### src/tbl_pkg.sv
// Package for the two-level token bucket limiter.
// Holds widths, register indexes, status codes and the controller command struct.
`timescale 1ns / 1ps
package tbl_pkg;
   localparam int TABLE_ENTRIES_DEF    = 16;
   localparam int FRAC_BITS_DEF        = 16;
   localparam int AGGRESSIVE_LIMIT_DEF = 3;

   localparam int CSR_IDX_W = 3;
   localparam int CSR_DAT_W = 32;
   localparam logic [CSR_IDX_W-1:0] REG_GCAP  = 3'd0;
   localparam logic [CSR_IDX_W-1:0] REG_GRATE = 3'd1;
   localparam logic [CSR_IDX_W-1:0] REG_CCAP  = 3'd2;
   localparam logic [CSR_IDX_W-1:0] REG_CRATE = 3'd3;
   localparam logic [CSR_IDX_W-1:0] REG_IDLE  = 3'd4;

   localparam logic [2:0] ST_ALLOWED    = 3'd0;
   localparam logic [2:0] ST_GLOBAL     = 3'd1;
   localparam logic [2:0] ST_CLIENT     = 3'd2;
   localparam logic [2:0] ST_AGGRESSIVE = 3'd3;
   localparam logic [2:0] ST_FULL       = 3'd4;
   localparam logic [2:0] ST_CLEANUP    = 3'd5;

   // controller to datapath commands
   typedef struct packed {
      logic load;      // capture request
      logic global_op; // refill and charge global bucket, look up table
      logic client_op; // refill and charge client entry
      logic sweep;     // examine one entry for cleanup
      logic sweep_clr; // start of sweep
   } cmd_type;

   // datapath to controller status
   typedef struct packed {
      logic is_cleanup;
      logic global_ok;
      logic have_slot;
      logic sweep_last;
   } sts_type;
endpackage

### src/tbl_ctrl.sv
// Controller state machine for the limiter.
// Uses tbl_pkg command and status structs; drives handshakes.
`timescale 1ns / 1ps
module tbl_ctrl (
   input  logic             clock,
   input  logic             reset,
   input  logic             req_valid,
   output logic             req_stall,
   output logic             rsp_valid,
   input  logic             rsp_stall,
   input  tbl_pkg::sts_type sts,
   output tbl_pkg::cmd_type cmd,
   output logic             rsp_load
);
   import tbl_pkg::*;

   localparam logic [2:0] S_IDLE   = 3'd0;
   localparam logic [2:0] S_GLOBAL = 3'd1;
   localparam logic [2:0] S_CLIENT = 3'd2;
   localparam logic [2:0] S_SWEEP  = 3'd3;

   logic [2:0] state_ff, state_in;
   logic       rsp_valid_ff, rsp_valid_in;
   logic       out_free, accept, finish;

   // output register is free when empty or being taken
   assign out_free  = !rsp_valid_ff || !rsp_stall;
   assign req_stall = (state_ff != S_IDLE);
   assign accept    = req_valid && !req_stall;
   assign rsp_valid = rsp_valid_ff;

   always_comb begin
      state_in  = state_ff;
      cmd       = '0;
      finish    = 1'b0;
      cmd.load  = accept;
      case (state_ff)
         S_IDLE: begin
            if (accept) state_in = S_GLOBAL;
         end
         S_GLOBAL: begin
            if (sts.is_cleanup) begin
               cmd.sweep_clr = 1'b1;
               state_in = S_SWEEP;
            end else if (sts.global_ok && sts.have_slot) begin
               cmd.global_op = 1'b1;
               state_in = S_CLIENT;
            end else if (out_free) begin
               cmd.global_op = 1'b1;
               finish = 1'b1;
               state_in = S_IDLE;
            end
         end
         S_CLIENT: begin
            if (out_free) begin
               cmd.client_op = 1'b1;
               finish = 1'b1;
               state_in = S_IDLE;
            end
         end
         S_SWEEP: begin
            if (!sts.sweep_last) begin
               cmd.sweep = 1'b1;
            end else if (out_free) begin
               cmd.sweep = 1'b1;
               finish = 1'b1;
               state_in = S_IDLE;
            end
         end
         default: state_in = S_IDLE;
      endcase
   end

   assign rsp_load = finish;

   always_comb begin
      rsp_valid_in = rsp_valid_ff;
      if (finish) rsp_valid_in = 1'b1;
      else if (!rsp_stall) rsp_valid_in = 1'b0;
   end

   always_ff @(posedge clock) begin
      if (reset) begin
         state_ff     <= S_IDLE;
         rsp_valid_ff <= 1'b0;
      end else begin
         state_ff     <= state_in;
         rsp_valid_ff <= rsp_valid_in;
      end
   end
endmodule

### config.mk
export PLATFORM = sky130hd
export DESIGN_NAME = tbl_ctrl
export DESIGN_NICKNAME = d
export VERILOG_FILES = /design/src/tbl_pkg.sv /design/src/tbl_ctrl.sv
export SDC_FILE = /design/constraint.sdc
export NUM_CORES = 1
export LEC_CHECK = 0
export ABC_AREA = 1
export BUFFER_PORTS_ARGS = -buffer_cell sky130_fd_sc_hd__buf_2
export CORE_AREA = 2 2 39 41
export CTS_CLUSTER_SIZE = 14
export DETAILED_ROUTE_END_ITERATION = 6
export DIE_AREA = 0 0 41 43
export SLEW_MARGIN = 25
export SYNTH_ARGS = -nofsm -noshare
export SYNTH_HDL_FRONTEND = slang
export SYNTH_SLANG_ARGS = --single-unit
### constraint.sdc
create_clock -name clock -period 1.79 [get_ports clock]
set_input_delay 0.358 -clock clock [delete_from_list [all_inputs] [get_ports clock]]
set_output_delay 0.358 -clock clock [all_outputs]
set_load 0.1 [all_outputs]
==> impl_metrics.yaml <==
die:
  fp.dieArea_sq_um: 1760
  io_pins: 16
  core_area_sq_um: 1380
  fp-row-count: 14
  dieWidth_um: 41
  die_h_um: 43
  start_util_pct: 22.7
logic_synthesis:
  yosys.area.top_type: "dfxtp_1"
  syn_inst: 50
  synth_top_cell_area_share_pct: 25.5
  synth_nets: 58
  synth-seq-cells: 4
  ys_warn_count: 0
  avgSynthCellArea_sq_um: 6.28
  synth_area_leaders: "dfxtp_1, nand2_1, inv_1, nor2_4, nor2_1"
  synth.distinct_cells: 21
  ys_seq_area_share_pct: 25.5
  synth_area_sq_um: 314
drt:
  antenna_left: 0
  via_count: 349
  drt_iter0_drc: 0
  drc: 0
  vias_per_cell: 3.97
  wl_per_cell_um: 8.61
  dr.pass1.iters: 1
  wl_um: 758
hold_path:
  hold_path_depth: 2
  holdPathEnd: "state_ff[0]$_SDFFE_PP0P_"
  hold_path.class: "in -> reg"
  holdCritStartpoint: "reset"
critical_path:
  cp-start-kind: "flop"
  critPathCaptureType: "primary output"
  r2r-start: "state_ff[0]$_SDFFE_PP0P_"
  critPathRequiredTime_ps: 1430
  cp_max_fo: 5
  reg2reg_slack_ps: 690
  ff2ff_path_depth: 6
  r2r-end: "rsp_valid$_SDFFE_PP0P_"
  crit_type: "reg -> out"
  cp.arrival_ps: 1360
grt:
  antenna_found_initial: 0
  grt_pass1_vias: 344
  grt_pass1_wl_um: 1280
  gr-usage-met2_pct: 16.3
  grt.met1_usage_pct: 12.4
  grt-ovfl-total: 0
  use_met3_pct: 6.28
  grt_max_degree: 7
  grt_use_total_pct: 11.2
  top_usage_layer: "met2"
cells_and_area:
  regArea_sq_um: 85.1
  n_antenna_cell: 0
  fin_nets: 81
  layout.cells.non_filler: 88
  n_fill_cell: 140
  areaGrowthSynthToFinish_pct: 94.8
  drive_gt1_share_pct: 59.7
  multi_input_area_sq_um: 246
clocking:
  clock_path_buffers: 2
  clkTransAtPathRegs_ps: 40
  cts_tree: "yes"
  cts_buffers: 3
  h-tree-depth: 1
  clock_sink_count: 4
  cts-root-buf: "clkbuf_4"
  insertion_delay_ps: 240
place:
  dp_slack_ps: 165
  hpwl_um: 644
  io_buffers: 15
  dp_cells: 82
  gp_congestion: 0.834
job:
  drv_cap: 0
sta:
  fmax_mhz: 582
  maxSlewViolCount: 0
  setup_violations: 0
  finalCriticalPeriod_ps: 1720
  finClkSkew_ps: 6.57
  hold_viol: 0
  min_period_over_period_pct: 96.0
  fin_ws_ps: 72.1
outcome:
  outcome: "complete, no violations"
power_and_ir_drop:
  p_per_area_nw_per_um2: 497
  cellLeakagePower_nw: 0.295
  ir_drop_uv: 400
how the worst max path moves through the flow:
stage	start	end	slack (ps)
finish	state_ff[1]$_SDFFE_PP0P_	rsp_load	70
global route	state_ff[1]$_SDFFE_PP0P_	rsp_load	-9
CTS	state_ff[2]$_SDFFE_PP0P_	rsp_load	30
detailed placement	state_ff[1]$_SDFFE_PP0P_	rsp_load	170
global placement	sts[2]	rsp_load	200
floorplan	rsp_valid$_SDFFE_PP0P_	cmd[2]	-240
final cells by class:
class / count / share of cell area (%)
timing repair buffer: 19 / 30.5
sequential: 4 / 13.9
tap: 16 / 3.27
multi-input combinational: 34 / 40.3
clock buffer: 4 / 4.29
inverter: 11 / 7.77
state kept, by name, indices dropped and copies added (netlist names):
| signal | count |
|---|---|
| rsp_valid | 1 |
| state_ff | 3 |
through the flow:
| step | hold slack (ps) | util [%] | TNS (ps) | instance area [sq um] | power, W |
|---|---|---|---|---|---|
| 6_report | 316 | 44.2 | 0 | 612 | 0.000304 |
| 2_1_floorplan | 420 | - | -552 | 370 | 0.000153 |
| 3_3_place_gp | 564 | 39.6 | 0 | 548 | 0.000176 |
| 3_5_place_dp | 554 | 39.6 | 0 | 548 | 0.000176 |
| 4_1_cts | 305 | 41.8 | 0 | 578 | 0.000305 |
| 5_1_grt | 306 | 44.2 | -9.49 | 612 | 0.000326 |
cell usage in the layout (no fill, tap or decap), types with 3 or more instances in the layout:
cell type  count
buf_12         5
buf_2          9
buf_4          3
clkbuf_4       4
inv_1          8
nand2_1        6
nand2_2        3
nand3_1        3
nor2_2         3
nor2_4         4
o21ai_1        3
critical path, stage by stage, from the launching register on:
cell and delay (ps):
dfxtp_2 350, nor2_4 190, nand2_4 100, o21ai_2 130
inv_1 80, nor2_4 100, buf_12 180
what timing repair did:
| item | in CTS | in global routing |
|---|---|---|
| gates resized for setup | 2 | 5 |
| pin swaps | 1 | 1 |
| endpoints found under the hold margin | 0 | 0 |
| buffers inserted | 0 | 2 |
| hold buffers | 0 | 0 |
| setup endpoints to repair | 1 | 2 |
synth_stat cells:
cell / count
nor2_4: 2
conb_1: 1
nor2_1: 5
nand4_1: 1
nand2_1: 9
nor4_1: 1
nor2_2: 2
a21oi_2: 1
nand3_1: 3
a211oi_1: 1
a21oi_1: 1
o21ai_2: 1
clkinv_2: 1
o21ai_1: 3
buf_4: 1
clkinv_1: 1
inv_1: 8
nand2_2: 2
dfxtp_1: 4
inv_2: 1
o21bai_1: 1
routing by layer:
layer  wire [um]  vias to the layer above
met5           0                        -
met4           0                        0
met3          20                        0
met2         424                        5
met1         313                      149
li1            -                      195
report_power, final:
part           switching (W)  internal [W]
combinational      0.0000610     0.0000266
sequential        0.00000301     0.0000910
clock              0.0000389     0.0000838
cells by family (layout without fill, tap and decap cells):
family	Yosys count	in the layout	synth area share [%]
and+or+nand+nor	25	25	40.6
other	1	1	1.19
AOI/OAI and AO/OA	8	8	16.7
DFF	4	4	25.5
buffers and inverters	12	34	15.9
Note: power is estimated with default switching activity, not from simulation.
